`config.mk`:
```
export PLATFORM = sky130hd
export DESIGN_NAME = clock_seven_segment_formatter
export DESIGN_NICKNAME = d
export VERILOG_FILES = /design/src/design/ccsf_pkg.sv /design/src/design/ccsf_prep.sv /design/src/design/ccsf_divide.sv /design/src/design/ccsf_pack.sv /design/src/design/clock_seven_segment_formatter.sv
export VERILOG_INCLUDE_DIRS = /design/src /design/src/design
export SDC_FILE = /design/constraint.sdc
export NUM_CORES = 1
export LEC_CHECK = 0
export ABC_AREA = 0
export BUFFER_PORTS_ARGS = -buffer_cell sky130_fd_sc_hd__buf_2
export CORE_MARGIN = 1.5
export CORE_UTILIZATION = 43
export CTS_CLUSTER_DIAMETER = 30
export CTS_CLUSTER_SIZE = 14
export DETAILED_ROUTE_END_ITERATION = 6
export HOLD_SLACK_MARGIN = 0.06
export PLACE_DENSITY_LB_ADDON = 0.05
export SKIP_LAST_GASP = 1
export SLEW_MARGIN = 0
export SYNTH_ARGS = -nofsm -noshare
export SYNTH_HDL_FRONTEND = slang
export SYNTH_HIERARCHICAL = 1
export SYNTH_SLANG_ARGS = --single-unit
```
`constraint.sdc`:
```
create_clock -name clk -period 8.4 [get_ports clk]
set_clock_uncertainty 0.1 [all_clocks]
set_input_delay 1.68 -clock clk [delete_from_list [all_inputs] [get_ports clk]]
set_output_delay 1.68 -clock clk [all_outputs]
set_load 0.02 [all_outputs]
```
`src/design/clock_seven_segment_formatter_macros.svh`:
```
// Assertion macros for the clock segment formatter.
// The design that uses them must have clk and arst_n in scope.
`ifndef CLOCK_SEVEN_SEGMENT_FORMATTER_MACROS_SVH
`define CLOCK_SEVEN_SEGMENT_FORMATTER_MACROS_SVH
`ifndef ASSERT_OFF
`define CCSF_ASSERT_SAME(label, cond, expr) \
	label: assert property (@(posedge clk) disable iff (!arst_n) (cond) |-> (expr)) \
		else $error("same-cycle check failed");
`define CCSF_ASSERT_NEXT(label, cond, expr) \
	label: assert property (@(posedge clk) disable iff (!arst_n) (cond) |=> (expr)) \
		else $error("next-cycle check failed");
`else
`define CCSF_ASSERT_SAME(label, cond, expr)
`define CCSF_ASSERT_NEXT(label, cond, expr)
`endif
`endif

```
`src/design/ccsf_pkg.sv`:
```
package ccsf_pkg;

	localparam logic [1:0] OP_TIME  = 2'd0;
	localparam logic [1:0] OP_DATE  = 2'd1;
	localparam logic [1:0] OP_WATCH = 2'd2;
	localparam logic [1:0] OP_WORLD = 2'd3;

	localparam logic [16:0] TIME_MAX    = 17'd86399;
	localparam logic [16:0] WATCH_MAX   = 17'd59999;
	localparam logic [17:0] DAY_SECONDS = 18'd86400;
	localparam logic [6:0]  YEAR_MAX    = 7'd99;
	localparam logic [3:0]  MONTH_MAX   = 4'd12;

	// Quotient = (value * reciprocal) >> shift, exact over the saturated input ranges.
	localparam logic [18:0] RECIP_HOUR     = 19'd74566;
	localparam logic [18:0] RECIP_TEN_MIN  = 19'd447393;
	localparam int          RECIP_SHIFT    = 28;
	localparam logic [12:0] RECIP_MIN      = 13'd4370;
	localparam logic [12:0] RECIP_HUNDRED  = 13'd2622;
	localparam int          RECIP_SHIFT_LO = 18;

	localparam logic [11:0] HOUR_SECONDS   = 12'd3600;
	localparam logic [11:0] TEN_MIN_TENTHS = 12'd600;
	localparam logic [6:0]  MIN_SECONDS    = 7'd60;
	localparam logic [6:0]  SEC_TENTHS     = 7'd100;
	localparam logic [6:0]  QUOT_LIMIT     = 7'd100;
	localparam logic [7:0]  SEP_BYTE       = 8'h08;

	typedef struct packed {
		logic [1:0]  op;
		logic [16:0] tv;
		logic [2:0]  zone;
		logic [6:0]  yr;
		logic [3:0]  mo;
		logic [4:0]  dy;
	} req_t;

	typedef struct packed {
		logic [3:0] yr_t;
		logic [3:0] yr_u;
		logic [3:0] mo_t;
		logic [3:0] mo_u;
		logic [3:0] dy_t;
		logic [3:0] dy_u;
	} date_t;

	typedef struct packed {
		logic [1:0]  mode;
		logic [16:0] v;
		date_t       date;
	} prep_t;

	typedef struct packed {
		logic [1:0]  mode;
		logic [6:0]  q;
		logic [11:0] a;
		logic [6:0]  b;
		date_t       date;
	} split_t;

	function automatic logic [6:0] seg_code(input logic [3:0] d);
		logic [6:0] code;
		unique case (d)
			4'd0: code = 7'h3F;
			4'd1: code = 7'h06;
			4'd2: code = 7'h5B;
			4'd3: code = 7'h4F;
			4'd4: code = 7'h66;
			4'd5: code = 7'h6D;
			4'd6: code = 7'h7D;
			4'd7: code = 7'h07;
			4'd8: code = 7'h7F;
			4'd9: code = 7'h67;
			default: code = 7'h00;
		endcase
		return code;
	endfunction

	function automatic logic [16:0] zone_offset(input logic [2:0] z);
		logic [16:0] off;
		case (z)
			3'd0: off = 17'd0;
			3'd1: off = 17'd82800;
			3'd2: off = 17'd64800;
			3'd3: off = 17'd57600;
			3'd4: off = 17'd36000;
			default: off = 17'd25200;
		endcase
		return off;
	endfunction

	// Tens and units of a value below 100.
	function automatic logic [7:0] to_bcd(input logic [6:0] x);
		logic [3:0] tens;
		logic [6:0] units;
		tens  = 4'd0;
		units = x;
		for (int i = 1; i < 10; i++) begin
			if (x >= 7'(10 * i)) begin
				tens  = 4'(i);
				units = x - 7'(10 * i);
			end
		end
		return {tens, units[3:0]};
	endfunction

	function automatic logic [14:0] pair_word(input logic [6:0] x);
		logic [7:0] bcd;
		bcd = to_bcd(x);
		return {seg_code(bcd[7:4]), 1'b0, seg_code(bcd[3:0])};
	endfunction

endpackage

```
`src/design/ccsf_prep.sv`:
```
module ccsf_prep (
	input  logic            clk,
	input  logic            en,
	input  ccsf_pkg::req_t  req_s1,
	output ccsf_pkg::prep_t prep_s2
);
	import ccsf_pkg::*;

	logic [16:0] tv_day;
	logic [16:0] tv_watch;
	logic [17:0] shifted;
	logic [16:0] world;
	logic [6:0]  yr_sat;
	logic [3:0]  mo_sat;
	logic [7:0]  yr_bcd;
	logic [7:0]  mo_bcd;
	logic [7:0]  dy_bcd;
	prep_t       prep_d;

	always_comb begin
		tv_day   = (req_s1.tv > TIME_MAX) ? TIME_MAX : req_s1.tv;
		tv_watch = (req_s1.tv > WATCH_MAX) ? WATCH_MAX : req_s1.tv;
		shifted  = {1'b0, tv_day} + {1'b0, zone_offset(req_s1.zone)};
		world    = (shifted >= DAY_SECONDS) ? 17'(shifted - DAY_SECONDS) : shifted[16:0];
		yr_sat   = (req_s1.yr > YEAR_MAX) ? YEAR_MAX : req_s1.yr;
		mo_sat   = (req_s1.mo > MONTH_MAX) ? MONTH_MAX : req_s1.mo;
		yr_bcd   = to_bcd(yr_sat);
		mo_bcd   = to_bcd({3'b000, mo_sat});
		dy_bcd   = to_bcd({2'b00, req_s1.dy});

		prep_d.date.yr_t = yr_bcd[7:4];
		prep_d.date.yr_u = yr_bcd[3:0];
		prep_d.date.mo_t = mo_bcd[7:4];
		prep_d.date.mo_u = mo_bcd[3:0];
		prep_d.date.dy_t = dy_bcd[7:4];
		prep_d.date.dy_u = dy_bcd[3:0];

		case (req_s1.op)
			OP_DATE: begin
				prep_d.mode = OP_DATE;
				prep_d.v    = '0;
			end
			OP_WATCH: begin
				prep_d.mode = OP_WATCH;
				prep_d.v    = tv_watch;
			end
			OP_WORLD: begin
				prep_d.mode = OP_TIME;
				prep_d.v    = world;
			end
			default: begin
				prep_d.mode = OP_TIME;
				prep_d.v    = tv_day;
			end
		endcase
	end

	always_ff @(posedge clk) begin
		if (en) begin
			prep_s2 <= prep_d;
		end
	end

endmodule

```
`src/design/ccsf_divide.sv`:
```
module ccsf_divide (
	input  logic             clk,
	input  logic             en,
	input  ccsf_pkg::prep_t  prep_s2,
	output ccsf_pkg::split_t split_s5
);
	import ccsf_pkg::*;

	logic [18:0] recip_hi;
	logic [35:0] prod_hi;
	logic [1:0]  mode_s3;
	logic [16:0] v_s3;
	logic [6:0]  q_s3;
	date_t       date_s3;

	logic [11:0] div_hi;
	logic [18:0] back_hi;
	logic [16:0] rem_hi;
	logic [1:0]  mode_s4;
	logic [6:0]  q_s4;
	logic [11:0] a_s4;
	date_t       date_s4;

	logic [12:0] recip_lo;
	logic [24:0] prod_lo;

	always_comb begin
		recip_hi = (prep_s2.mode == OP_WATCH) ? RECIP_TEN_MIN : RECIP_HOUR;
		prod_hi  = {19'b0, prep_s2.v} * {17'b0, recip_hi};
	end

	always_ff @(posedge clk) begin
		if (en) begin
			mode_s3 <= prep_s2.mode;
			v_s3    <= prep_s2.v;
			q_s3    <= prod_hi[RECIP_SHIFT +: 7];
			date_s3 <= prep_s2.date;
		end
	end

	always_comb begin
		div_hi  = (mode_s3 == OP_WATCH) ? TEN_MIN_TENTHS : HOUR_SECONDS;
		back_hi = {12'b0, q_s3} * {7'b0, div_hi};
		rem_hi  = v_s3 - back_hi[16:0];
	end

	always_ff @(posedge clk) begin
		if (en) begin
			mode_s4 <= mode_s3;
			q_s4    <= q_s3;
			a_s4    <= rem_hi[11:0];
			date_s4 <= date_s3;
		end
	end

	always_comb begin
		recip_lo = (mode_s4 == OP_WATCH) ? RECIP_HUNDRED : RECIP_MIN;
		prod_lo  = {13'b0, a_s4} * {12'b0, recip_lo};
	end

	always_ff @(posedge clk) begin
		if (en) begin
			split_s5.mode <= mode_s4;
			split_s5.q    <= q_s4;
			split_s5.a    <= a_s4;
			split_s5.b    <= prod_lo[RECIP_SHIFT_LO +: 7];
			split_s5.date <= date_s4;
		end
	end

endmodule

```
`src/design/ccsf_pack.sv`:
```
module ccsf_pack (
	input  logic             clk,
	input  logic             en,
	input  ccsf_pkg::split_t split_s5,
	output logic [30:0]      low_q,
	output logic [14:0]      high_q
);
	import ccsf_pkg::*;

	logic [6:0]  div_lo;
	logic [13:0] back_lo;
	logic [11:0] rem_lo;
	logic [6:0]  c;
	logic [14:0] q_pair;
	logic [14:0] b_pair;
	logic [14:0] c_pair;
	logic [30:0] low_d;
	logic [14:0] high_d;

	always_comb begin
		div_lo  = (split_s5.mode == OP_WATCH) ? SEC_TENTHS : MIN_SECONDS;
		back_lo = {7'b0, split_s5.b} * {7'b0, div_lo};
		rem_lo  = split_s5.a - back_lo[11:0];
		c       = rem_lo[6:0];
		q_pair  = pair_word(split_s5.q);
		b_pair  = pair_word(split_s5.b);
		c_pair  = pair_word(c);

		case (split_s5.mode)
			OP_DATE: begin
				high_d = {seg_code(split_s5.date.yr_t), 1'b0, seg_code(split_s5.date.yr_u)};
				low_d  = {seg_code(split_s5.date.mo_t), 1'b0, seg_code(split_s5.date.mo_u),
					1'b0, seg_code(split_s5.date.dy_t), 1'b0, seg_code(split_s5.date.dy_u)};
			end
			OP_WATCH: begin
				high_d = q_pair;
				low_d  = {seg_code(split_s5.b[3:0]), 1'b0, c_pair[14:8], SEP_BYTE, c_pair[7:0]};
			end
			default: begin
				high_d = q_pair;
				low_d  = {b_pair, 1'b0, c_pair};
			end
		endcase
	end

	always_ff @(posedge clk) begin
		if (en) begin
			low_q  <= low_d;
			high_q <= high_d;
		end
	end

endmodule

```
`src/design/clock_seven_segment_formatter.sv`:
```
// Channel   Direction  Handshake            Payload
// request   in         in_valid / in_stall  opcode, time_value, zone_select, year_two_digit,
//                                           month_number, day_number
// result    out        out_valid/out_stall  low_digits_word, high_digits_word
//
// One request is taken every cycle while in_stall is low.
// The six register stages are the input register, the prep stage, three divide stages
// and the output register.
// Reset clears only the stage valid bits.
// A stalled result freezes the whole pipeline, and in_stall follows at once.
`include "clock_seven_segment_formatter_macros.svh"

module clock_seven_segment_formatter (
	input  logic        clk,
	input  logic        arst_n,
	input  logic        in_valid,
	output logic        in_stall,
	input  logic [1:0]  opcode,
	input  logic [16:0] time_value,
	input  logic [2:0]  zone_select,
	input  logic [6:0]  year_two_digit,
	input  logic [3:0]  month_number,
	input  logic [4:0]  day_number,
	output logic        out_valid,
	input  logic        out_stall,
	output logic [30:0] low_digits_word,
	output logic [14:0] high_digits_word
);
	import ccsf_pkg::*;

	logic   adv;
	logic   valid_s1;
	logic   valid_s2;
	logic   valid_s3;
	logic   valid_s4;
	logic   valid_s5;
	logic   out_valid_q;
	req_t   req_s1;
	prep_t  prep_s2;
	split_t split_s5;

	assign adv       = !out_valid_q || !out_stall;
	assign in_stall  = !adv;
	assign out_valid = out_valid_q;

	always_ff @(posedge clk or negedge arst_n) begin
		if (!arst_n) begin
			valid_s1    <= 1'b0;
			valid_s2    <= 1'b0;
			valid_s3    <= 1'b0;
			valid_s4    <= 1'b0;
			valid_s5    <= 1'b0;
			out_valid_q <= 1'b0;
		end else if (adv) begin
			valid_s1    <= in_valid;
			valid_s2    <= valid_s1;
			valid_s3    <= valid_s2;
			valid_s4    <= valid_s3;
			valid_s5    <= valid_s4;
			out_valid_q <= valid_s5;
		end
	end

	always_ff @(posedge clk) begin
		if (adv) begin
			req_s1.op   <= opcode;
			req_s1.tv   <= time_value;
			req_s1.zone <= zone_select;
			req_s1.yr   <= year_two_digit;
			req_s1.mo   <= month_number;
			req_s1.dy   <= day_number;
		end
	end

	ccsf_prep u_prep (
		.clk     (clk),
		.en      (adv),
		.req_s1  (req_s1),
		.prep_s2 (prep_s2)
	);

	ccsf_divide u_divide (
		.clk      (clk),
		.en       (adv),
		.prep_s2  (prep_s2),
		.split_s5 (split_s5)
	);

	ccsf_pack u_pack (
		.clk      (clk),
		.en       (adv),
		.split_s5 (split_s5),
		.low_q    (low_digits_word),
		.high_q   (high_digits_word)
	);

	`CCSF_ASSERT_NEXT(a_accept_lands, in_valid && !in_stall, valid_s1)
	`CCSF_ASSERT_NEXT(a_freeze_on_stall, out_valid && out_stall,
		$stable({valid_s1, valid_s2, valid_s3, valid_s4, valid_s5}))
	`CCSF_ASSERT_SAME(a_quotient_range, valid_s5,
		split_s5.q < QUOT_LIMIT && split_s5.a < HOUR_SECONDS && split_s5.b < MIN_SECONDS)

endmodule

```
Word level (Yosys, flattened, before mapping)

Memory sizes are Yosys's and may differ from the RTL's. A register that Yosys moved wholly into a read port is not among the register bits.
Index checks and enable logic that the tools add are counted.

Register bits after elaboration: 270
Memory bits (read-only): 1456
Bits of input ports: 42
Output and inout port bits: 48
Memories: 13

Add/sub/neg operators: 48
Multipliers: 4
$lt $le $gt $ge: 49
Eq/ne operators: 12
Multiplexer cells: 105
Reduce and logical (&&, ||, !) cells: 7

Memory list:

| name            | words | bits a word | read ports | clocked after memory_dff | wr ports | line           | RTL |
|---|---|---|---|---|---|---|---|
| (no name shown) | 16    | 7           | 1          | 0                        | 0        | ccsf_pkg.sv:63 | `unique case (d)` |
| (no name shown) | 16    | 7           | 1          | 0                        | 0        | ccsf_pkg.sv:63 |  |
| (no name shown) | 16    | 7           | 1          | 0                        | 0        | ccsf_pkg.sv:63 |  |
| (no name shown) | 16    | 7           | 1          | 0                        | 0        | ccsf_pkg.sv:63 |  |
| (no name shown) | 16    | 7           | 1          | 0                        | 0        | ccsf_pkg.sv:63 |  |
| (no name shown) | 16    | 7           | 1          | 0                        | 0        | ccsf_pkg.sv:63 |  |
| 7 more memories | --    | --          | --         | --                       | --       | --             |  |

Operators by type and width:

| cell                                                             | number |
|---|---|
| 2-to-1 mux 4 bit                                                 | 58 |
| subtractor 4 bit (second input constant)                         | 24 |
| case mux 17 bit (5 select lines)                                 | 1 |
| >= comparator 7 x 6 -> 1 bit (second input constant)             | 12 |
| >= comparator 7 bit (second input constant)                      | 12 |
| case mux 31 bit (2 select lines)                                 | 1 |
| case mux 19 bit (3 select lines)                                 | 1 |
| >= comparator 7 x 5 -> 1 bit (second input constant)             | 8 |
| 2-to-1 mux 17 bit                                                | 3 |
| 2-to-1 mux 3 bit                                                 | 17 |
| subtractor 4 x 3 -> 4 bit (second input constant)                | 11 |
| multiplier 17 x 19 -> 35 bit                                     | 1 |
| >= comparator 7 x 4 -> 1 bit (second input constant)             | 4 |
| multiplier 12 x 13 -> 25 bit                                     | 1 |
| >= comparator 5 x 7 -> 1 bit (second input constant)             | 3 |
| 2-to-1 mux 2 bit                                                 | 10 |
| subtractor 4 x 1 -> 4 bit (second input constant)                | 5 |
| 2-to-1 mux 19 bit                                                | 1 |
| adder 17 x 17 -> 18 bit                                          | 1 |
| >= comparator 18 x 17 -> 1 bit (second input constant)           | 1 |
| greater-than comparator 17 x 16 -> 1 bit (second input constant) | 1 |
| greater-than comparator 17 bit (second input constant)           | 1 |
| subtractor 17 bit (second input constant)                        | 1 |
| subtractor 4 x 2 -> 4 bit (second input constant)                | 4 |
| 24 further kinds                                                 | 43 |

Logic depth before layout (Yosys ltp)

Gate-level depths: netlist of run 1.
An unclocked memory read counts as a cell.

Word-level depth: 16
Gate-level depth with buffers: 26
Mapped depth without buffers: 24

Modules after synthesis

Netlist of run 1, hierarchy kept.

By module, submodules not included:

| module                        | times used | cells each | area an instance (µm²) | seq. area each (µm²) |
|---|---|---|---|---|
| ccsf_divide                   | 1          | 1350       | 15287.2                | 4264.1 |
| ccsf_pack                     | 1          | 830        | 6610.1                 | 1261.2 |
| ccsf_prep                     | 1          | 408        | 3609.7                 | 1141.1 |
| clock_seven_segment_formatter | 1          | 52         | 1388.8                 | 1291.2 |

Worst setup path after synthesis of run 1

No wires, ideal clock.

Path kind: reg-to-reg
From: reg, netlist name u_prep/prep_s2[41]
To: reg u_divide.q_s3[4] (data pin)
Arrival time: 5.596 ns
Data required time: 8.035 ns
Slack: 2.439 ns
Stages on the path, launching flop included: 23
Cells stage by stage: edfxtp_1 > nor2b_1 > clkbuf_1 > clkbuf_1 > nand2_1 > nand2_1 > ha_1 > inv_1 > fa_1 > fa_1 > inv_1 > fa_1 > fa_1 > inv_1 > fa_1 > inv_1 > ha_1 > nand3_1 > nor3_1 > nand3_1 > a211oi_1 > o21ai_0 > nor4b_1

Longest elaborated chain between the ends: 3

RTL lines:

| what                         | line              | RTL |
|---|---|---|
| == test 2 bit                | ccsf_divide.sv:28 | `recip_hi = (prep_s2.mode == OP_WATCH) ? RECIP_TEN_MIN : RECIP_HOUR;` |
| 2-to-1 mux 19 bit            | ccsf_divide.sv:28 |  |
| multiplier 17 x 19 -> 35 bit | ccsf_divide.sv:29 | `prod_hi = {19'b0, prep_s2.v} * {17'b0, recip_hi};` |
| via u_divide.prod_hi[32]     | ccsf_divide.sv:10 | `logic [35:0] prod_hi;` |
| end signal: assignment       | ccsf_divide.sv:36 | `q_s3 <= prod_hi[RECIP_SHIFT +: 7];` |
| end: declaration             | ccsf_divide.sv:13 | `logic [6:0] q_s3;` |

The timed path passes the listed nets, and every way through them passes these cells.
A chain may end at the register's enable or synchronous reset.

Worst setup path after layout of run 1

From: reg, netlist name u_divide/split_s5[50]
To: reg u_pack.low_q[3] (data pin)

Longest elaborated chain between the ends: 16
Elaborated cells between the ends (all ways): 34
Those cells by class: 10 x add/sub; 1 x mul; 9 x order compare; 2 x eq/ne; 11 x mux; 1 x memory

RTL lines:

| what                                                                    | line                             | RTL |
|---|---|---|
| == test 2 bit                                                           | ccsf_pack.sv:21, ccsf_pack.sv:29 |  |
| 2-to-1 mux 7 bit                                                        | ccsf_pack.sv:21                  | `div_lo = (split_s5.mode == OP_WATCH) ? SEC_TENTHS : MIN_SECONDS;` |
| multiplier 7 x 7 -> 7 bit                                               | ccsf_pack.sv:22                  | `back_lo = {7'b0, split_s5.b} * {7'b0, div_lo};` |
| subtractor 7 bit                                                        | ccsf_pack.sv:23                  | `rem_lo = split_s5.a - back_lo[11:0];` |
| >= comparator 7 x 4 -> 1 bit / subtractor 4 bit (equally long branches) | ccsf_pkg.sv:99, ccsf_pkg.sv:101  |  |
| 2-to-1 mux 4 bit (9 in series)                                          | ccsf_pkg.sv:99                   | `if (x >= 7'(10 * i)) begin` |
| memory (16 x 7 bit)                                                     | --                               |  |
| case mux 31 bit (2 select lines) *                                      | ccsf_pack.sv:29                  | `case (split_s5.mode)` |
| via u_pack.low_d[3]                                                     | ccsf_pack.sv:17                  | `logic [30:0] low_d;` |
| end signal: assignment                                                  | ccsf_pack.sv:48                  | `low_q <= low_d;` |
| end: declaration                                                        | ccsf_pack.sv:5                   | `output logic [30:0] low_q,` |

Mark *: on every way through the listed nets, which the timed path passes. The rest lies on a longest branch.

==> results of run 1 <==
==> stage by stage <==
stage | hold slack, ns | util (%) | cell area [µm²] | std cells
after floorplan | 0.300 | - | 26900 | 2673
after detailed placement | 0.305 | 45.5 | 28000 | 3515
after global placement | 0.300 | 45.5 | 28000 | 3515
final | 0.310 | 49.0 | 30200 | 3635
after CTS | 0.313 | 49.0 | 30200 | 3634
after global routing | 0.320 | 49.0 | 30200 | 3635
==> metal layers <==
| layer | up-vias | track usage (%) | part of all wire (%) |
|---|---|---|---|
| li1 | 9227 | - | - |
| met1 | 8894 | 26.6 | 46 |
| met2 | 347 | 33.3 | 48 |
| met3 | 94 | 2.97 | 3.6 |
| met4 | 0 | 5.97 | 2.4 |
| met5 | - | 0 | 0 |
==> path summary, 6_finish.rpt <==
check / start / to / cells past startpoint
worst min-delay path: u_divide/date_s4[4]$_DFFE_PP_ / u_divide/split_s5[4]$_DFFE_PP_ / 0
min in group asynchronous: arst_n / out_valid$_DFFE_PN0P_ / 1
worst min register to register: u_divide/date_s4[4]$_DFFE_PP_ / u_divide/split_s5[4]$_DFFE_PP_ / 0
worst max-delay path: u_divide/split_s5[50]$_DFFE_PP_ / u_pack/low_q[3]$_DFFE_PP_ / 23
max in group asynchronous: arst_n / valid_s4$_DFFE_PN0P_ / 1
worst max register to register: u_divide/split_s5[50]$_DFFE_PP_ / u_pack/low_q[3]$_DFFE_PP_ / 23
==> worst max-delay path: cells and delay by family, from the launching register on <==
family | cells | cell delay, ns
and+or+nand+nor | 4 | 0.81
xor gates and xnor gates | 3 | 1.28
AOI/OAI and AO/OA | 2 | 0.28
buffers and inverters | 6 | 0.44
muxes | 1 | 0.27
adders and majority gates | 7 | 2.99
DFF | 1 | 0.38
==> cell type report <==
type                            count  area, µm²
Tap cell                          837       1050
Sequential cell                   261       7810
Clock inverter                     38        409
Clock buffer                       81       1760
Antenna cell                        1       2.50
Timing Repair Buffer               92        478
Inverter                          473       1780
Fill cell                        5716      31400
Multi-Input combinational cell   1852      16900
==> sequential cells by signal, indices dropped and copies added, names as in the netlist, 2 cells and up <==
signal,count
u_divide/date_s3,24
u_pack/high_q,14
u_divide/split_s5,47
u_divide/v_s3,12
u_prep/prep_s2,38
u_divide/q_s4,7
u_pack/low_q,28
req_s1,38
u_divide/date_s4,24
u_divide/mode_s3,2
u_divide/q_s3,7
u_divide/mode_s4,2
u_divide/a_s4,12
==> placed cells by master (no fill, tap or decap), drive strengths merged, types with 21 or more instances in the layout <==
cell,n
edfxtp,255
and2,37
fa,224
nor2,130
a21oi,133
nor3,30
o21ai,128
clkinv,24
a211oi,26
xnor2,50
nor2b,23
nand2b,38
o21a,22
conb,42
buf,92
o22ai,21
inv,475
a21o,26
nand2,190
nand3,41
clkbuf,81
a31oi,26
ha,387
==> impl_metrics.tcl, run 1 <==
set metrics [dict create \
    drc 0 \
    root_buffer "clkbuf_16" \
    grt_start_max_net_pins 110 \
    wirelength_um 61700 \
    cts_resized 0 \
    post_drt_wl_per_cell_um 17.0 \
    slew_headroom_pct 26.7 \
    postRouteAntennaNets 0 \
    drt-pass1-iter-count 5 \
    grt_pass1_vias 19014 \
    fmax_mhz 150 \
    syn2layout_area_growth_pct 12.9 \
    critical_path.max_fanout 20 \
    syn_area_per_cell_um2 10.2 \
    hold_viol_final 0 \
    io_pins 90 \
    num_vias 18562 \
    drive_gt1_share_pct 9.65 \
    clk_latency_ns 0.59 \
    clk_path_buf_depth 3 \
    pre_cts_ws_ns 1.73 \
    tightest_slew_ns 1.10 \
    cts_setup_buffers 0 \
    ys_warn_count 6 \
    fin_nets 3400 \
    path_cells "inv_1, ha_1, nor2b_1, ha_1, ha_1, inv_1, fa_1, inv_1, fa_1, inv_1, ha_1, a21oi_1, xnor3_2, xor2_2, nor3_1, a21oi_2, xnor2_1, inv_1, ha_1, inv_1, mux2_1, or3_1, nand3_1" \
    gr-total-overflow 0 \
    cp_common_cell "inv_1" \
    die_w_um 252 \
    htreeDepth 3 \
    fp.dieH_um 252 \
    cts_tree "done" \
    setup_violations 0 \
    std_cell_rows 91 \
    worst_setup_path_end_kind "flip-flop" \
    cp-start-kind "flip-flop" \
    gp_congestion 0.891 \
    max-cap-violations 0 \
    rsz0062_at_grt "false" \
    coreArea_um2 61600 \
    max_stage_delay_ns 0.66 \
    syn_inst 2635 \
    grt_usage_pct 19.9 \
    crit_type "flip-flop to flip-flop" \
    crit_slowest_cell "ha_1" \
    path_clk_slew_ns 0.05 \
    viasPerCell 5.11 \
    clock-sinks 261 \
    cts_buffers 67 \
    grt_antenna_before_repair 2 \
    fin_crit_sh_pct 79.5 \
    first_iter_violations 908 \
    cp.required_ns 8.74 \
    slew_viol_final 0 \
    setup_ws_ns 1.72 \
    reg2reg_setup_slack_ns 1.72 \
    cp.arrival_ns 7.02 \
    dpl.hpwl_um 49700 \
    status "completed" \
    setup_tns_ns 0 \
    start_util_pct 43.4 \
    port_buffers 85 \
    grt_pass1_wl_um 100000 \
    synthesis.area_um2 26700 \
    hold_buffers 0 \
    layout_min_cycle_time_ns 6.68 \
    dieArea_um2 63700 \
    hp-class "flip-flop to flip-flop" \
]
Power of run 1 is not shown: default switching activity piles up to over one toggle a cycle in this logic, so the estimate is an artifact.
==> run 2: changes to the inputs <==
==> constraint.sdc (replaced) <==
create_clock -name clk -period 6.2 [get_ports clk]
set_clock_uncertainty 0.1 [all_clocks]
set_input_delay 1.24 -clock clk [delete_from_list [all_inputs] [get_ports clk]]
set_output_delay 1.24 -clock clk [all_outputs]
set_load 0.02 [all_outputs]
==> run 2 against run 1 <==
Compared with the run above: sequential cell count is the same; maximum frequency grew 11%; global-route usage shrank 0.067 points; critical path depth shrank 3; final cell count grew 1.3%; non-clock buffer count grew 44; largest cell class unchanged; die area is the same.
==> impl_metrics.tcl, run 2 (same netlist as run 1, synthesis figures left out) <==
set metrics [dict create \
    drive_gt1_share_pct 11.9 \
    final_common_cell "inv_1" \
    fin_nets 3446 \
    largest_register_ffs 47 \
    cp.arrival_ns 6.23 \
    status "completed" \
    crit_type "flip-flop to flip-flop" \
    tightest_slew_ns 0.936 \
    rsz0062_at_grt "true" \
    max_stage_delay_ns 0.58 \
    setup_violations 0 \
    setup_ws_ns 0.207 \
    cp_common_cell "fa_1" \
    syn2layout_area_growth_pct 15.0 \
    slew_headroom_pct 37.6 \
    path_delay_family "adder cells" \
    grt_usage_pct 19.8 \
    drt-pass1-iter-count 5 \
    worst_setup_path_end_kind "flip-flop" \
    path_clk_slew_ns 0.04 \
    path_cells "nor2b_4, buf_12, nand2_1, fa_1, fa_1, inv_1, fa_1, fa_1, fa_1, inv_1, fa_1, inv_1, ha_1, nand2_1, o21ai_0, nor3_1, a211oi_2, buf_4, nor4b_2, nor4b_2" \
    regMostFlops "u_divide/split_s5" \
    grt_pass1_wl_um 100000 \
    max-cap-violations 0 \
    grt_start_max_net_pins 145 \
    dieArea_um2 63700 \
    grt_antenna_before_repair 1 \
    whs_path_depth 0 \
    gr-total-overflow 0 \
    placedInstanceArea_um2 28400 \
    final_area_um2 30800 \
    pre_cts_ws_ns 0.0938 \
    hold_viol_final 0 \
    cp.required_ns 6.43 \
    r2r_cells 20 \
    layout_common_cells "468 x inv_1, 381 x ha_1, 255 x edfxtp_1, 224 x fa_1, 183 x nand2_1" \
    cp-start-kind "flip-flop" \
    first_iter_violations 807 \
    critical_path.max_fanout 11 \
    root_buffer "clkbuf_16" \
    clock-sinks 261 \
    reg_top3 "u_divide/split_s5 (47), req_s1 (38), u_prep/prep_s2 (38)" \
    htreeDepth 3 \
    path_depth 20 \
    start_util_pct 43.4 \
    drc 0 \
    wirelength_um 61800 \
    port_buffers 85 \
    cp_num_buf_inv 5 \
    grt_pass1_vias 19292 \
    coreArea_um2 61600 \
    cts_tree "done" \
    viasPerCell 5.08 \
    fmax_mhz 167 \
    crit_slowest_cell "fa_1" \
    layout_min_cycle_time_ns 5.99 \
    clk_latency_ns 0.61 \
    gp_congestion 0.895 \
    hp-class "flip-flop to flip-flop" \
    fin_crit_sh_pct 96.7 \
    std_cell_rows 91 \
    dpl.hpwl_um 50000 \
    num_vias 18701 \
    postRouteAntennaNets 0 \
    slew_viol_final 0 \
    post_drt_wl_per_cell_um 16.8 \
    fp.dieH_um 252 \
    io_pins 90 \
    die_w_um 252 \
    clk_path_buf_depth 3 \
    cts_buffers 69 \
]
[run 2: cell type report]
cell class / count / area, µm²
clock buffers: 78 / 1760
multi-input cells: 1852 / 17100
fillers: 5669 / 30800
diodes: 1 / 2.50
inverters: 473 / 1780
well taps: 837 / 1050
flip-flops and latches: 261 / 7810
clock inverters: 43 / 432
repair buffers: 136 / 851
[run 2: repair_timing]
item / 4_1_cts / 5_1_grt
resized for setup: 0 / 33
setup buffers: 0 / 1
hold buffers: 0 / 0
endpoints found under the setup margin: 0 / 8
endpoints found under the hold margin: 0 / 0
[run 2: per-layer routing]
layer,global-route usage (%),part of all wire (%),up-vias
met4,5.37,1.9,0
met2,33.1,48,295
met5,0,0,-
met1,26.4,47,9025
met3,3.48,3.5,75
li1,-,-,9306
[run 2: final timing paths]
kind | start | endpoint | slack, ns
worst max-delay path | u_prep/prep_s2[42]$_SDFFCE_PP0P_ | u_divide/q_s3[4]$_DFFE_PP_ | 0.21
worst min-delay path | u_divide/date_s4[15]$_DFFE_PP_ | u_divide/split_s5[15]$_DFFE_PP_ | 0.30
worst max register to register | u_prep/prep_s2[42]$_SDFFCE_PP0P_ | u_divide/q_s3[4]$_DFFE_PP_ | 0.21
worst min register to register | u_divide/date_s4[15]$_DFFE_PP_ | u_divide/split_s5[15]$_DFFE_PP_ | 0.30
max in group asynchronous | arst_n | valid_s5$_DFFE_PN0P_ | 5.51
min in group asynchronous | arst_n | valid_s4$_DFFE_PN0P_ | 0.34
[run 2: through the flow]
step	hold slack (ns)	utilization [%]	TNS (ns)	std cells
2_1_floorplan	0.300	-	0	2673
3_3_place_gp	0.301	46.1	0	3557
3_5_place_dp	0.305	46.1	0	3557
4_1_cts	0.308	49.6	0	3678
5_1_grt	0.315	49.9	-0.154	3680
6_report	0.304	49.9	0	3681
Power of run 2 is left out for the same reason.
==> run 3: changes to the inputs <==
--- a/config.mk
+++ b/config.mk
@@ -7,7 +7,7 @@
 export NUM_CORES = 1
 export LEC_CHECK = 0
 export ABC_AREA = 0
-export BUFFER_PORTS_ARGS = -buffer_cell sky130_fd_sc_hd__buf_2
+export BUFFER_PORTS_ARGS = -buffer_cell sky130_fd_sc_hd__buf_4
 export CORE_MARGIN = 1.5
 export CORE_UTILIZATION = 43
 export CTS_CLUSTER_DIAMETER = 30
==> run 3 against run 2 <==
Compared with the run above: register-to-register slack gained 0.02 ns; critical path depth increased by 3; utilization increased by 0.37 points; setup slack better by 0.016 ns; first-iteration DRC count is 2.5% lower; die area unchanged; critical endpoint is now u_divide/q_s3[6]$_DFFE_PP_; largest cell class unchanged.
==> impl_metrics.tcl, run 3 (same netlist as run 1, synthesis figures left out) <==
set metrics [dict create \
    grt_start_max_net_pins 152 \
    busiest_layer "met2" \
    fmax_mhz 167 \
    clk_latency_ns 0.60 \
    coreArea_um2 61600 \
    r2r_end "u_divide/q_s3[6]$_DFFE_PP_" \
    grt_antenna_before_repair 2 \
    path_clk_slew_ns 0.04 \
    diodes 0 \
    hp-class "flip-flop to flip-flop" \
    final-seq-area_um2 7810 \
    tightest_slew_ns 0.998 \
    cts_tree "done" \
    placedInstanceArea_um2 28500 \
    fp.dieH_um 252 \
    htreeDepth 3 \
    first_iter_violations 787 \
    cp.arrival_ns 6.20 \
    io_pins 90 \
    final_common_cell "inv_1" \
    start_util_pct 43.4 \
    post_drt_wl_per_cell_um 16.9 \
    fin_crit_sh_pct 96.4 \
    dp.cells 3552 \
    layout_common_cells "470 x inv_1, 384 x ha_1, 255 x edfxtp_1, 224 x fa_1, 185 x nand2_1" \
    whs_path_depth 0 \
    grt_pass1_wl_um 99800 \
    hold_viol_final 0 \
    crit_path_start "u_prep/prep_s2[42]$_SDFFCE_PP0P_" \
    setup_ws_ns 0.222 \
    reg_top3 "u_divide/split_s5 (47), req_s1 (38), u_prep/prep_s2 (38)" \
    gr-total-overflow 0 \
    dpl.hpwl_um 50100 \
    gp_congestion 0.963 \
    cts_buffers 67 \
    met1_usage_pct 26.1 \
    grt_pass1_vias 19258 \
    r2r_start "u_prep/prep_s2[42]$_SDFFCE_PP0P_" \
    fin_nets 3440 \
    port_buffers 85 \
    die_w_um 252 \
    worstSetupEndpoint "u_divide/q_s3[6]$_DFFE_PP_" \
    crit_type "flip-flop to flip-flop" \
    clock-sinks 261 \
    worst_setup_path_end_kind "flip-flop" \
    gr-usage-met3_pct 3.15 \
    max-cap-violations 0 \
    drive_gt1_share_pct 11.8 \
    wirelength_um 62100 \
    num_vias 18762 \
    final_cells 3677 \
    clk_path_buf_depth 3 \
    grt.met2_usage_pct 33.1 \
    grt_usage_pct 19.8 \
    std_cell_rows 91 \
    setup_violations 0 \
    hold_buffers 0 \
    rsz0062_at_grt "true" \
    n_fill_cell 5730 \
    multi_input_area_um2 17100 \
    r2r_cells 23 \
    cp.required_ns 6.42 \
    slew_viol_final 0 \
    postRouteAntennaNets 0 \
    layout_min_cycle_time_ns 5.98 \
    dieArea_um2 63700 \
    drc 0 \
    regMostFlops "u_divide/split_s5" \
    syn2layout_area_growth_pct 15.9 \
    root_buffer "clkbuf_16" \
    post-route-util_pct 50.3 \
    critical_path.max_fanout 21 \
    viasPerCell 5.10 \
    cp-start-kind "flip-flop" \
    drt-pass1-iter-count 5 \
    largest_register_ffs 47 \
    pre_cts_ws_ns -0.0891 \
    final_area_um2 31000 \
    slew_headroom_pct 33.5 \
    status "completed" \
    reg2reg_setup_slack_ns 0.22 \
]
[run 3: changes by cell type in the layout (fill, tap and decap cells not counted), sizes merged]
cell / delta
clkinvlp: -1
inv: -2
buf: -4
nand2b: +1
bufinv: +7
clkbuf: -4
diode: -1
[run 3: per-stage QoR]
stage / setup TNS [ns] / hold WS [ns]
3_5_place_dp: -0.0891 / 0.305
6_report: 0 / 0.311
3_3_place_gp: 0 / 0.302
5_1_grt: -0.166 / 0.310
4_1_cts: 0 / 0.299
2_1_floorplan: 0 / 0.300
[run 3: layout make-up]
| type | instances | share of cell area (%) |
|---|---|---|
| Clock buffer | 75 | 5.51 |
| Clock inverter | 47 | 1.84 |
| Inverter | 473 | 5.74 |
| Multi-Input combinational cell | 1853 | 55.1 |
| Sequential cell | 261 | 25.2 |
| Tap cell | 837 | 3.38 |
| Timing Repair Buffer | 131 | 3.25 |
[run 3: repair_timing]
item	CTS	global route
resized for setup	2	28
setup endpoints to repair	2	8
pin swaps	0	9
cloned	0	1
setup buffers	0	2
[run 3: worst min path at each step]
stage | start | endpoint | slack, ns
floorplan | u_prep/prep_s2[0]$_DFFE_PP_ | u_divide/date_s3[0]$_DFFE_PP_ | 0.30
global placement | u_divide/q_s4[6]$_DFFE_PP_ | u_divide/split_s5[49]$_DFFE_PP_ | 0.30
detailed placement | u_prep/prep_s2[0]$_DFFE_PP_ | u_divide/date_s3[0]$_DFFE_PP_ | 0.30
CTS | arst_n | valid_s1$_DFFE_PN0P_ | 0.30
global route | arst_n | valid_s1$_DFFE_PN0P_ | 0.31
finish | u_divide/date_s4[21]$_DFFE_PP_ | u_divide/split_s5[21]$_DFFE_PP_ | 0.31
[run 3: per-layer routing]
metal	wire [µm]	up-vias	share of wire [%]
li1	-	9295	-
met1	28500	9042	46
met2	29800	334	48
met3	2210	91	3.6
met4	1650	0	2.6
met5	0	-	0
[run 3: critical path, stage by stage (launching register included)]
cell and delay [ns]:
edfxtp_1 0.38, nor2b_2 0.18, buf_12 0.15, nand2_1 0.11, inv_1 0.07, or2_2 0.31, ha_1 0.30, inv_1 0.06
fa_1 0.46, fa_1 0.53, inv_1 0.06, fa_1 0.46, fa_1 0.55, inv_1 0.05, fa_1 0.53, inv_1 0.06
ha_4 0.28, nand3_2 0.11, buf_4 0.16, nor4_1 0.22, a21oi_1 0.12, o211ai_1 0.16, a31oi_1 0.15, xnor2_1 0.14
Power of run 3 is left out for the same reason.
